File: config.mk
export PLATFORM = sky130hd
export DESIGN_NAME = mac_rx_header_parse_filter_unit
export DESIGN_NICKNAME = d
export VERILOG_FILES = /design/src/hdl/mrhpf_pkg.sv /design/src/hdl/mac_rx_header_parse_filter_unit.sv /design/src/hdl/mrhpf_parse.sv /design/src/hdl/mrhpf_filter.sv
export SDC_FILE = /design/constraint.sdc
export NUM_CORES = 1
export LEC_CHECK = 0
export ABC_AREA = 1
export BUFFER_PORTS_ARGS = -buffer_cell sky130_fd_sc_hd__clkbuf_2
export CAP_MARGIN = 20
export CORE_UTILIZATION = 58
export CTS_CLUSTER_DIAMETER = 100
export DETAILED_ROUTE_END_ITERATION = 8
export PLACE_DENSITY = 0.87
export SETUP_SLACK_MARGIN = 0.02
export SYNTH_ARGS = -nofsm -noshare
export SYNTH_HDL_FRONTEND = slang
export SYNTH_SLANG_ARGS = --single-unit
File: constraint.sdc
create_clock -name i_clk -period 31 [get_ports i_clk]
set_clock_uncertainty 0.2 [all_clocks]
set_input_delay 6.2 -clock i_clk [delete_from_list [all_inputs] [get_ports i_clk]]
set_output_delay 6.2 -clock i_clk [all_outputs]
set_load 0.02 [all_outputs]
File: src/hdl/mrhpf_pkg.sv
`timescale 1ns / 1ps

package mrhpf_pkg;

    // frame field widths
    localparam int ByteW  = 8;
    localparam int PanW   = 16;
    localparam int AddrW  = 64;
    localparam int PosW   = 5;

    // header layout
    localparam int MinHeader = 3;
    localparam int PanLen    = 2;
    localparam int ExtLen    = 8;
    localparam int ShortLen  = 2;
    localparam int MaxHeader = MinHeader + 2 * (PanLen + ExtLen);

    // result status codes
    localparam logic [2:0] StOk        = 3'd0;
    localparam logic [2:0] StTruncated = 3'd1;
    localparam logic [2:0] StSecurity  = 3'd2;
    localparam logic [2:0] StAckAddr   = 3'd3;
    localparam logic [2:0] StReserved  = 3'd4;
    localparam logic [2:0] StUnknown   = 3'd5;

    // address filter verdicts
    localparam logic [1:0] ClassHost      = 2'd0;
    localparam logic [1:0] ClassBroadcast = 2'd1;
    localparam logic [1:0] ClassOther     = 2'd2;

    // addressing modes
    localparam logic [1:0] ModeNone     = 2'd0;
    localparam logic [1:0] ModeReserved = 2'd1;
    localparam logic [1:0] ModeShort    = 2'd2;
    localparam logic [1:0] ModeLong     = 2'd3;

    // frame types
    localparam logic [2:0] TypeAck     = 3'd2;
    localparam logic [2:0] TypeLastStd = 3'd3;

    // configuration register indexes
    localparam logic [1:0] CfgOwnPan   = 2'd0;
    localparam logic [1:0] CfgOwnShort = 2'd1;
    localparam logic [1:0] CfgOwnExt   = 2'd2;

    localparam logic [PanW-1:0] PanBroadcast = 16'hffff;

    // parsed header handed from the parser to the filter and output stage
    typedef struct packed {
        logic [2:0]       status;
        logic [2:0]       frame_type;
        logic             ack_request;
        logic [ByteW-1:0] sequence_number;
        logic [1:0]       dst_mode;
        logic [PanW-1:0]  dst_pan;
        logic [AddrW-1:0] dst_addr;
        logic [1:0]       src_mode;
        logic [PanW-1:0]  src_pan;
        logic [AddrW-1:0] src_addr;
    } t_hdr;

    // address field length in bytes for a mode
    function automatic logic [PosW-1:0] field_bytes(input logic [1:0] mode);
        logic [PosW-1:0] len;
        len = '0;
        if (mode == ModeLong) begin
            len = PosW'(ExtLen);
        end else if (mode == ModeShort) begin
            len = PosW'(ShortLen);
        end
        return len;
    endfunction

endpackage

File: src/hdl/mac_rx_header_parse_filter_unit.sv
`timescale 1ns / 1ps

// 802.15.4 receive header parser and address filter
//
// input channel: one received byte per transfer on i_frame_byte, with
// i_frame_start on the first byte of a frame and i_frame_end on the last.
// output channel: one result per frame, when the header is complete or an
// error is known: status, frame control fields, sequence number, both
// address fields and the filter verdict against the own pan and addresses.
// configuration: i_cfg_we writes i_cfg_data to register i_cfg_index
// (0 own pan id, 1 own short address, 2 own extended address); write only
// while no frame is in flight.
//
// throughput is one byte per cycle while the receiver takes results. a byte is
// held in the input register, the parser and filter logic then load the result
// register, so o_out_valid rises once the byte that completes the header has
// passed through the input register and the result register.
// when the receiver stalls, the result register holds and the input
// register fills; o_in_ready drops only while both are full.
// reset empties both registers and leaves the parser waiting for a frame
// start; bytes before a start or after a frame's result are dropped.
module mac_rx_header_parse_filter_unit (
    input  logic        i_clk,
    input  logic        i_rst_n,
    input  logic        i_in_valid,
    output logic        o_in_ready,
    input  logic [7:0]  i_frame_byte,
    input  logic        i_frame_start,
    input  logic        i_frame_end,
    output logic        o_out_valid,
    input  logic        i_out_ready,
    output logic [2:0]  o_status,
    output logic [2:0]  o_frame_type,
    output logic        o_ack_request,
    output logic [7:0]  o_sequence_number,
    output logic [1:0]  o_dst_mode,
    output logic [15:0] o_dst_pan,
    output logic [63:0] o_dst_addr,
    output logic [1:0]  o_src_mode,
    output logic [15:0] o_src_pan,
    output logic [63:0] o_src_addr,
    output logic [1:0]  o_packet_class,
    input  logic        i_cfg_we,
    input  logic [1:0]  i_cfg_index,
    input  logic [63:0] i_cfg_data
);
    import mrhpf_pkg::*;

    logic [15:0] r_own_pan;
    logic [15:0] r_own_short;
    logic [63:0] r_own_ext;

    logic        r_iv;
    logic [7:0]  r_byte;
    logic        r_start;
    logic        r_end;
    logic        r_ov;
    t_hdr        r_hdr;
    logic [1:0]  r_class;

    logic        adv;
    logic        step;
    logic        emit;
    t_hdr        hdr;
    logic [1:0]  pkt_class;

    // configuration registers
    always_ff @(posedge i_clk) begin
        if (!i_rst_n) begin
            r_own_pan   <= PanBroadcast;
            r_own_short <= 16'hffff;
            r_own_ext   <= '0;
        end else if (i_cfg_we) begin
            unique case (i_cfg_index)
                CfgOwnPan:   r_own_pan   <= i_cfg_data[15:0];
                CfgOwnShort: r_own_short <= i_cfg_data[15:0];
                CfgOwnExt:   r_own_ext   <= i_cfg_data;
                default:     ;
            endcase
        end
    end

    // stage advance when the result slot is free or being drained
    assign adv        = !r_ov || i_out_ready;
    assign step       = r_iv && adv;
    assign o_in_ready = !r_iv || adv;

    // input register
    always_ff @(posedge i_clk) begin
        if (!i_rst_n) begin
            r_iv <= 1'b0;
        end else if (i_in_valid && o_in_ready) begin
            r_iv <= 1'b1;
        end else if (step) begin
            r_iv <= 1'b0;
        end
    end

    always_ff @(posedge i_clk) begin
        if (i_in_valid && o_in_ready) begin
            r_byte  <= i_frame_byte;
            r_start <= i_frame_start;
            r_end   <= i_frame_end;
        end
    end

    mrhpf_parse u_parse (
        .i_clk   (i_clk),
        .i_rst_n (i_rst_n),
        .i_step  (step),
        .i_byte  (r_byte),
        .i_start (r_start),
        .i_end   (r_end),
        .o_emit  (emit),
        .o_hdr   (hdr)
    );

    mrhpf_filter u_filter (
        .i_hdr       (hdr),
        .i_own_pan   (r_own_pan),
        .i_own_short (r_own_short),
        .i_own_ext   (r_own_ext),
        .o_class     (pkt_class)
    );

    // result register
    always_ff @(posedge i_clk) begin
        if (!i_rst_n) begin
            r_ov <= 1'b0;
        end else if (adv) begin
            r_ov <= step && emit;
        end
    end

    always_ff @(posedge i_clk) begin
        if (step && emit) begin
            r_hdr   <= hdr;
            r_class <= pkt_class;
        end
    end

    assign o_out_valid       = r_ov;
    assign o_status          = r_hdr.status;
    assign o_frame_type      = r_hdr.frame_type;
    assign o_ack_request     = r_hdr.ack_request;
    assign o_sequence_number = r_hdr.sequence_number;
    assign o_dst_mode        = r_hdr.dst_mode;
    assign o_dst_pan         = r_hdr.dst_pan;
    assign o_dst_addr        = r_hdr.dst_addr;
    assign o_src_mode        = r_hdr.src_mode;
    assign o_src_pan         = r_hdr.src_pan;
    assign o_src_addr        = r_hdr.src_addr;
    assign o_packet_class    = r_class;

    // error results carry no filter verdict
    a_err_class: assert property (@(posedge i_clk) disable iff (!i_rst_n)
        o_out_valid && (o_status != StOk) |-> (o_packet_class == ClassHost))
        else $error("filter verdict on an error result");

    // input backpressure only when both registers are full and stalled
    a_ready_cause: assert property (@(posedge i_clk) disable iff (!i_rst_n)
        !o_in_ready |-> (r_iv && r_ov && !i_out_ready))
        else $error("input stalled without a full pipeline");

endmodule

File: src/hdl/mrhpf_parse.sv
`timescale 1ns / 1ps

module mrhpf_parse (
    input  logic                    i_clk,
    input  logic                    i_rst_n,
    input  logic                    i_step,
    input  logic [7:0]              i_byte,
    input  logic                    i_start,
    input  logic                    i_end,
    output logic                    o_emit,
    output mrhpf_pkg::t_hdr         o_hdr
);
    import mrhpf_pkg::*;

    logic [PosW-1:0]  r_pos, n_pos;
    logic             r_done, n_done;
    logic [15:0]      r_ctrl, n_ctrl;
    logic [ByteW-1:0] r_seq, n_seq;
    logic [PanW-1:0]  r_dpan, n_dpan;
    logic [AddrW-1:0] r_daddr, n_daddr;
    logic [PanW-1:0]  r_span, n_span;
    logic [AddrW-1:0] r_saddr, n_saddr;

    logic [PosW-1:0]  base_pos;
    logic             base_done;
    logic [PanW-1:0]  clr_dpan, clr_span;
    logic [AddrW-1:0] clr_daddr, clr_saddr;
    logic [1:0]       dm, sm;
    logic             comp;
    logic [PosW-1:0]  dlen, slen, so, sa, hdr;
    logic             emit;
    logic [2:0]       status;

    // frame start clears the capture state
    always_comb begin
        base_pos  = i_start ? '0 : r_pos;
        base_done = i_start ? 1'b0 : r_done;
        n_ctrl    = i_start ? '0 : r_ctrl;
        n_seq     = i_start ? '0 : r_seq;
        clr_dpan  = i_start ? '0 : r_dpan;
        clr_daddr = i_start ? '0 : r_daddr;
        clr_span  = i_start ? '0 : r_span;
        clr_saddr = i_start ? '0 : r_saddr;

        // fixed header bytes
        if (base_pos == PosW'(0)) begin
            n_ctrl = {8'h00, i_byte};
        end else if (base_pos == PosW'(1)) begin
            n_ctrl = {i_byte, n_ctrl[7:0]};
        end else if (base_pos == PosW'(2)) begin
            n_seq = i_byte;
        end
    end

    // address field layout from the frame control word
    always_comb begin
        dm   = n_ctrl[11:10];
        sm   = n_ctrl[15:14];
        comp = n_ctrl[6];
        dlen = field_bytes(dm);
        slen = field_bytes(sm);
        so   = (dm != ModeNone) ? PosW'(MinHeader + PanLen) + dlen : PosW'(MinHeader);
        sa   = comp ? so : so + PosW'(PanLen);
        hdr  = (sm != ModeNone) ? sa + slen : so;
    end

    // byte lane capture for the address fields
    always_comb begin
        n_dpan  = clr_dpan;
        n_daddr = clr_daddr;
        n_span  = clr_span;
        n_saddr = clr_saddr;
        for (int k = 0; k < PanLen; k++) begin
            if (dm != ModeNone && base_pos == PosW'(MinHeader + k)) begin
                n_dpan[8*k +: 8] = i_byte;
            end
            if (sm != ModeNone && !comp && base_pos == so + PosW'(k)) begin
                n_span[8*k +: 8] = i_byte;
            end
        end
        for (int k = 0; k < ExtLen; k++) begin
            if (dm != ModeNone && PosW'(k) < dlen
                && base_pos == PosW'(MinHeader + PanLen + k)) begin
                n_daddr[8*k +: 8] = i_byte;
            end
            if (sm != ModeNone && PosW'(k) < slen && base_pos == sa + PosW'(k)) begin
                n_saddr[8*k +: 8] = i_byte;
            end
        end
    end

    // result decision, errors on the third byte take priority
    always_comb begin
        emit   = 1'b0;
        status = StOk;
        if (base_pos == PosW'(2) && n_ctrl[3]) begin
            emit   = 1'b1;
            status = StSecurity;
        end else if (base_pos == PosW'(2) && n_ctrl[2:0] == TypeAck
                     && (dm != ModeNone || sm != ModeNone)) begin
            emit   = 1'b1;
            status = StAckAddr;
        end else if (base_pos == PosW'(2) && (dm == ModeReserved || sm == ModeReserved)) begin
            emit   = 1'b1;
            status = StReserved;
        end else if (base_pos >= PosW'(2) && base_pos + PosW'(1) == hdr) begin
            emit   = 1'b1;
            status = (n_ctrl[2:0] > TypeLastStd) ? StUnknown : StOk;
        end else if (i_end) begin
            emit   = 1'b1;
            status = StTruncated;
        end
        if (base_done) begin
            emit = 1'b0;
        end
        n_done = base_done || emit;
        n_pos  = (base_done || emit) ? base_pos : base_pos + PosW'(1);
    end

    // control state
    always_ff @(posedge i_clk) begin
        if (!i_rst_n) begin
            r_pos  <= '0;
            r_done <= 1'b1;
        end else if (i_step) begin
            r_pos  <= n_pos;
            r_done <= n_done;
        end
    end

    // captured header fields, only touched while a frame is open
    always_ff @(posedge i_clk) begin
        if (i_step && !base_done) begin
            r_ctrl  <= n_ctrl;
            r_seq   <= n_seq;
            r_dpan  <= n_dpan;
            r_daddr <= n_daddr;
            r_span  <= n_span;
            r_saddr <= n_saddr;
        end
    end

    assign o_emit = i_step && emit;

    always_comb begin
        o_hdr.status          = status;
        o_hdr.frame_type      = n_ctrl[2:0];
        o_hdr.ack_request     = n_ctrl[5];
        o_hdr.sequence_number = n_seq;
        o_hdr.dst_mode        = dm;
        o_hdr.dst_pan         = n_dpan;
        o_hdr.dst_addr        = n_daddr;
        o_hdr.src_mode        = sm;
        o_hdr.src_pan         = comp ? n_dpan : n_span;
        o_hdr.src_addr        = n_saddr;
    end

    // open frame never runs past the longest header
    a_pos_bound: assert property (@(posedge i_clk) disable iff (!i_rst_n)
        !r_done |-> (r_pos < PosW'(MaxHeader)))
        else $error("parser position beyond longest header");

    // a result closes the frame
    a_emit_closes: assert property (@(posedge i_clk) disable iff (!i_rst_n)
        o_emit |=> r_done)
        else $error("frame still open after result");

    // reserved modes never pass as a good header
    a_no_reserved_ok: assert property (@(posedge i_clk) disable iff (!i_rst_n)
        o_emit && (o_hdr.status == StOk)
            |-> (o_hdr.dst_mode != ModeReserved && o_hdr.src_mode != ModeReserved))
        else $error("reserved address mode reported as ok");

endmodule

File: src/hdl/mrhpf_filter.sv
`timescale 1ns / 1ps

module mrhpf_filter (
    input  mrhpf_pkg::t_hdr  i_hdr,
    input  logic [15:0]      i_own_pan,
    input  logic [15:0]      i_own_short,
    input  logic [63:0]      i_own_ext,
    output logic [1:0]       o_class
);
    import mrhpf_pkg::*;

    logic pan_ok;

    assign pan_ok = (i_hdr.dst_pan == i_own_pan) || (i_hdr.dst_pan == PanBroadcast);

    // destination address against own pan and addresses; error results and frames without any address go to the host
    always_comb begin
        o_class = ClassOther;
        if (i_hdr.status != StOk) begin
            o_class = ClassHost;
        end else if (i_hdr.dst_mode == ModeNone) begin
            o_class = (i_hdr.src_mode != ModeNone) ? ClassOther : ClassHost;
        end else if (!pan_ok) begin
            o_class = ClassOther;
        end else if (i_hdr.dst_mode == ModeLong) begin
            o_class = (i_hdr.dst_addr == i_own_ext) ? ClassHost : ClassOther;
        end else if (i_hdr.dst_addr[15:0] == i_own_short) begin
            o_class = ClassHost;
        end else if (i_hdr.dst_addr[15:0] == PanBroadcast) begin
            o_class = ClassBroadcast;
        end
    end

endmodule
==> results.toml <==
[global_route]
grt-ovfl-total = 0
grt_pass1_wl_um = 83100
grt_max_degree = 117
antenna_found_initial = 0
gr-usage-all-layers_pct = 30.60
grt_pass1_vias = 15140

[clock_network]
clock-root-buffer = "clkbuf_16"
cts-htree-levels = 2
cts_buffer_depth = 3
ctsHoldBuffers = 0
cts_sinks = 473
clkSlewWorstSetupHoldPaths_ns = 0.06
cts_tree = "done"
numCtsBuffers = 46
ctsResizeCount = 0
cts_setup_buffers = 0
clk-insertion-delay-late_ns = 0.56

[drt]
ant_nets = 0
wl_met2_um = 25420
dr_wl_met3_um = 5757
met1_length_um = 20560
drc = 0
top_layer = "met4"
initialDrtViolationCount = 2037
vias = 15900
via_per_inst = 5.999
totalWireLength_um = 54390
dr.pass1.iters = 6
wire_per_inst_um = 20.53

[timing]
worstMarginPinSlew_ns = 1.128
fin_crit_sh_pct = 42.11
hold-worst-slack_ns = 0.2642
grt_setup_unrepaired = "false"
hold_viol_final = 0
slew_viol_final = 0
setup_viol = 0
setup_tns_ns = 0
clock.fmax_ghz = 0.07661
maxSlewHeadroom_pct = 24.02
min_period_ns = 13.05

[yosys]
synth_cells = 1932
avgSynthCellArea_sq_um = 10.38
synth_enable_flop_cells = 369
yosys_warnings = 0
syn_area_sq_um = 20060
async_flop_share_pct = 0
ys_types = 38
yosysSeqAreaShare_pct = 65.61
synth.largest_area_cell = "edfxtp_1"
ys_seq_elements = 473
synthTopCellsByArea = "edfxtp_1, dfxtp_1, nand2_1, nand3_1, o21ai_0"
synth_fp_nets = 2025
ys_dominant_reg_cell = "edfxtp_1"
yosys.area.top_type_share_pct = 55.24

[finish]
fillers = 2353
area_growth_pct = 15.91
nets = 2259
drive_gt1_share_pct = 18.03
n_antenna_cell = 0

[power_and_ir_drop]
max-vdd-ir-drop_mv = 0.04099
p_per_area_nw_per_um2 = 59.74
p_leak_nw = 9.450

[placement]
dpl.hpwl_um = 34980
globalplace.congestion = 0.9145
port_buffers = 263

[critical_path]
critPathRequiredTime_ns = 24.60
criticalPathCategory = "in -> out"
critPathArrivalTime_ns = 6.65
worstSetupStartpointType = "input port"
cp-end-kind = "output port"
critPathMaxFanout = 3

[run]
max-cap-violations = 0

[die]
core-area_sq_um = 33780
die_w_um = 188.0
num_rows = 67
die_h_um = 188.0
initial_core_util_pct = 59.38
pin_count = 264
die_area_sq_um = 35330

[run_status]
outcome = "finished clean"

[worst_hold_path]
hp-class = "reg -> reg"
==> power by group <==
group          internal (W)  switching, W  total [W]
Combinational     0.0000284     0.0000758   0.000104
Clock              0.000332      0.000236   0.000568
Sequential         0.000706     0.0000105   0.000717
==> area by class of cell <==
cell class	instances	area [sq um]	share of cell area, %
clock buffer	58	1269	5.456
tap	448	560.5	2.411
sequential	473	13160	56.61
clock inverter	26	264.0	1.135
timing repair buffer	280	1444	6.210
inverter	169	644.4	2.771
multi-input combinational	1196	5908	25.41
==> worst paths after layout <==
path                                            startpoint                    endpoint  slack, ns  cells after the start
worst max-delay path                           i_out_ready                  o_in_ready      17.95                      4
worst min-delay path            r_own_ext[15]$_SDFFE_PN0P_  r_own_ext[15]$_SDFFE_PN0P_       0.26                      2
worst max register to register           r_start$_DFFE_PP_     o_dst_addr[4]$_DFFE_PP_      22.60                     27
worst min register to register  r_own_ext[15]$_SDFFE_PN0P_  r_own_ext[15]$_SDFFE_PN0P_       0.26                      2
==> registers in the layout, summed over array words and instances (netlist names), 10 cells and up <==
name	cells
o_src_addr	64
o_src_pan	16
u_parse.r_dpan	16
r_own_pan	16
o_dst_addr	64
r_own_ext	64
u_parse.r_span	16
u_parse.r_saddr	64
u_parse.r_daddr	64
r_own_short	16
u_parse.r_ctrl	10
o_dst_pan	16
==> cells by family (layout without fill, tap and decap cells) <==
group / after synthesis / after routing / synth area share, %
buf+inv: 263 / 533 / 5.102
simple gates: 771 / 771 / 16.62
flops: 473 / 473 / 65.61
compound gates: 378 / 378 / 10.38
xor+xnor: 35 / 35 / 1.528
fa+ha+maj: 12 / 12 / 0.7484
==> critical path, stage by stage <==
cell	delay, ns
clkbuf_2	0.08
inv_1	0.06
nand3_1	0.12
clkbuf_2	0.19
==> per-stage QoR <==
step | cell area, sq um | total power (W) | setup slack (ns) | cells | utilization [%]
after floorplan | 20060 | 0.0007959 | 10.79 | 1932 | -
after global placement | 21710 | 0.0008256 | 17.99 | 2565 | 64.27
after detailed placement | 21710 | 0.0008301 | 17.94 | 2565 | 64.27
after CTS | 23240 | 0.001390 | 17.94 | 2649 | 68.80
after global routing | 23250 | 0.001426 | 17.91 | 2650 | 68.83
final | 23250 | 0.001389 | 17.95 | 2650 | 68.83
==> synthesized netlist by cell type, drive strengths merged, types with 2 or more instances <==
master  count
nand2     419
edfxtp    369
o21ai     239
nand3     238
inv       168
dfxtp     104
nor2       89
a21oi      81
clkbuf     61
o211ai     53
buf        33
xor2       32
nand4      14
ha         12
nor3        7
xnor2       3
nor4        2
==> metal layers <==
metal	global-route usage [%]	vias to the layer above
li1	-	7192
met1	40.59	7451
met2	49.43	1065
met3	5.222	189
met4	14.23	0
met5	0	-
==> cells in the final DEF (no fill, tap or decap), drive strengths merged, types with 2 or more instances in the layout <==
cell,n
nand2,419
edfxtp,369
clkbuf,321
o21ai,239
nand3,238
inv,169
dfxtp,104
nor2,89
a21oi,81
o211ai,53
xor2,32
clkinv,20
buf,17
nand4,14
ha,12
nor3,7
bufinv,5
xnor2,3
nor4,2
No activity file was read; power rests on OpenSTA's default activity.
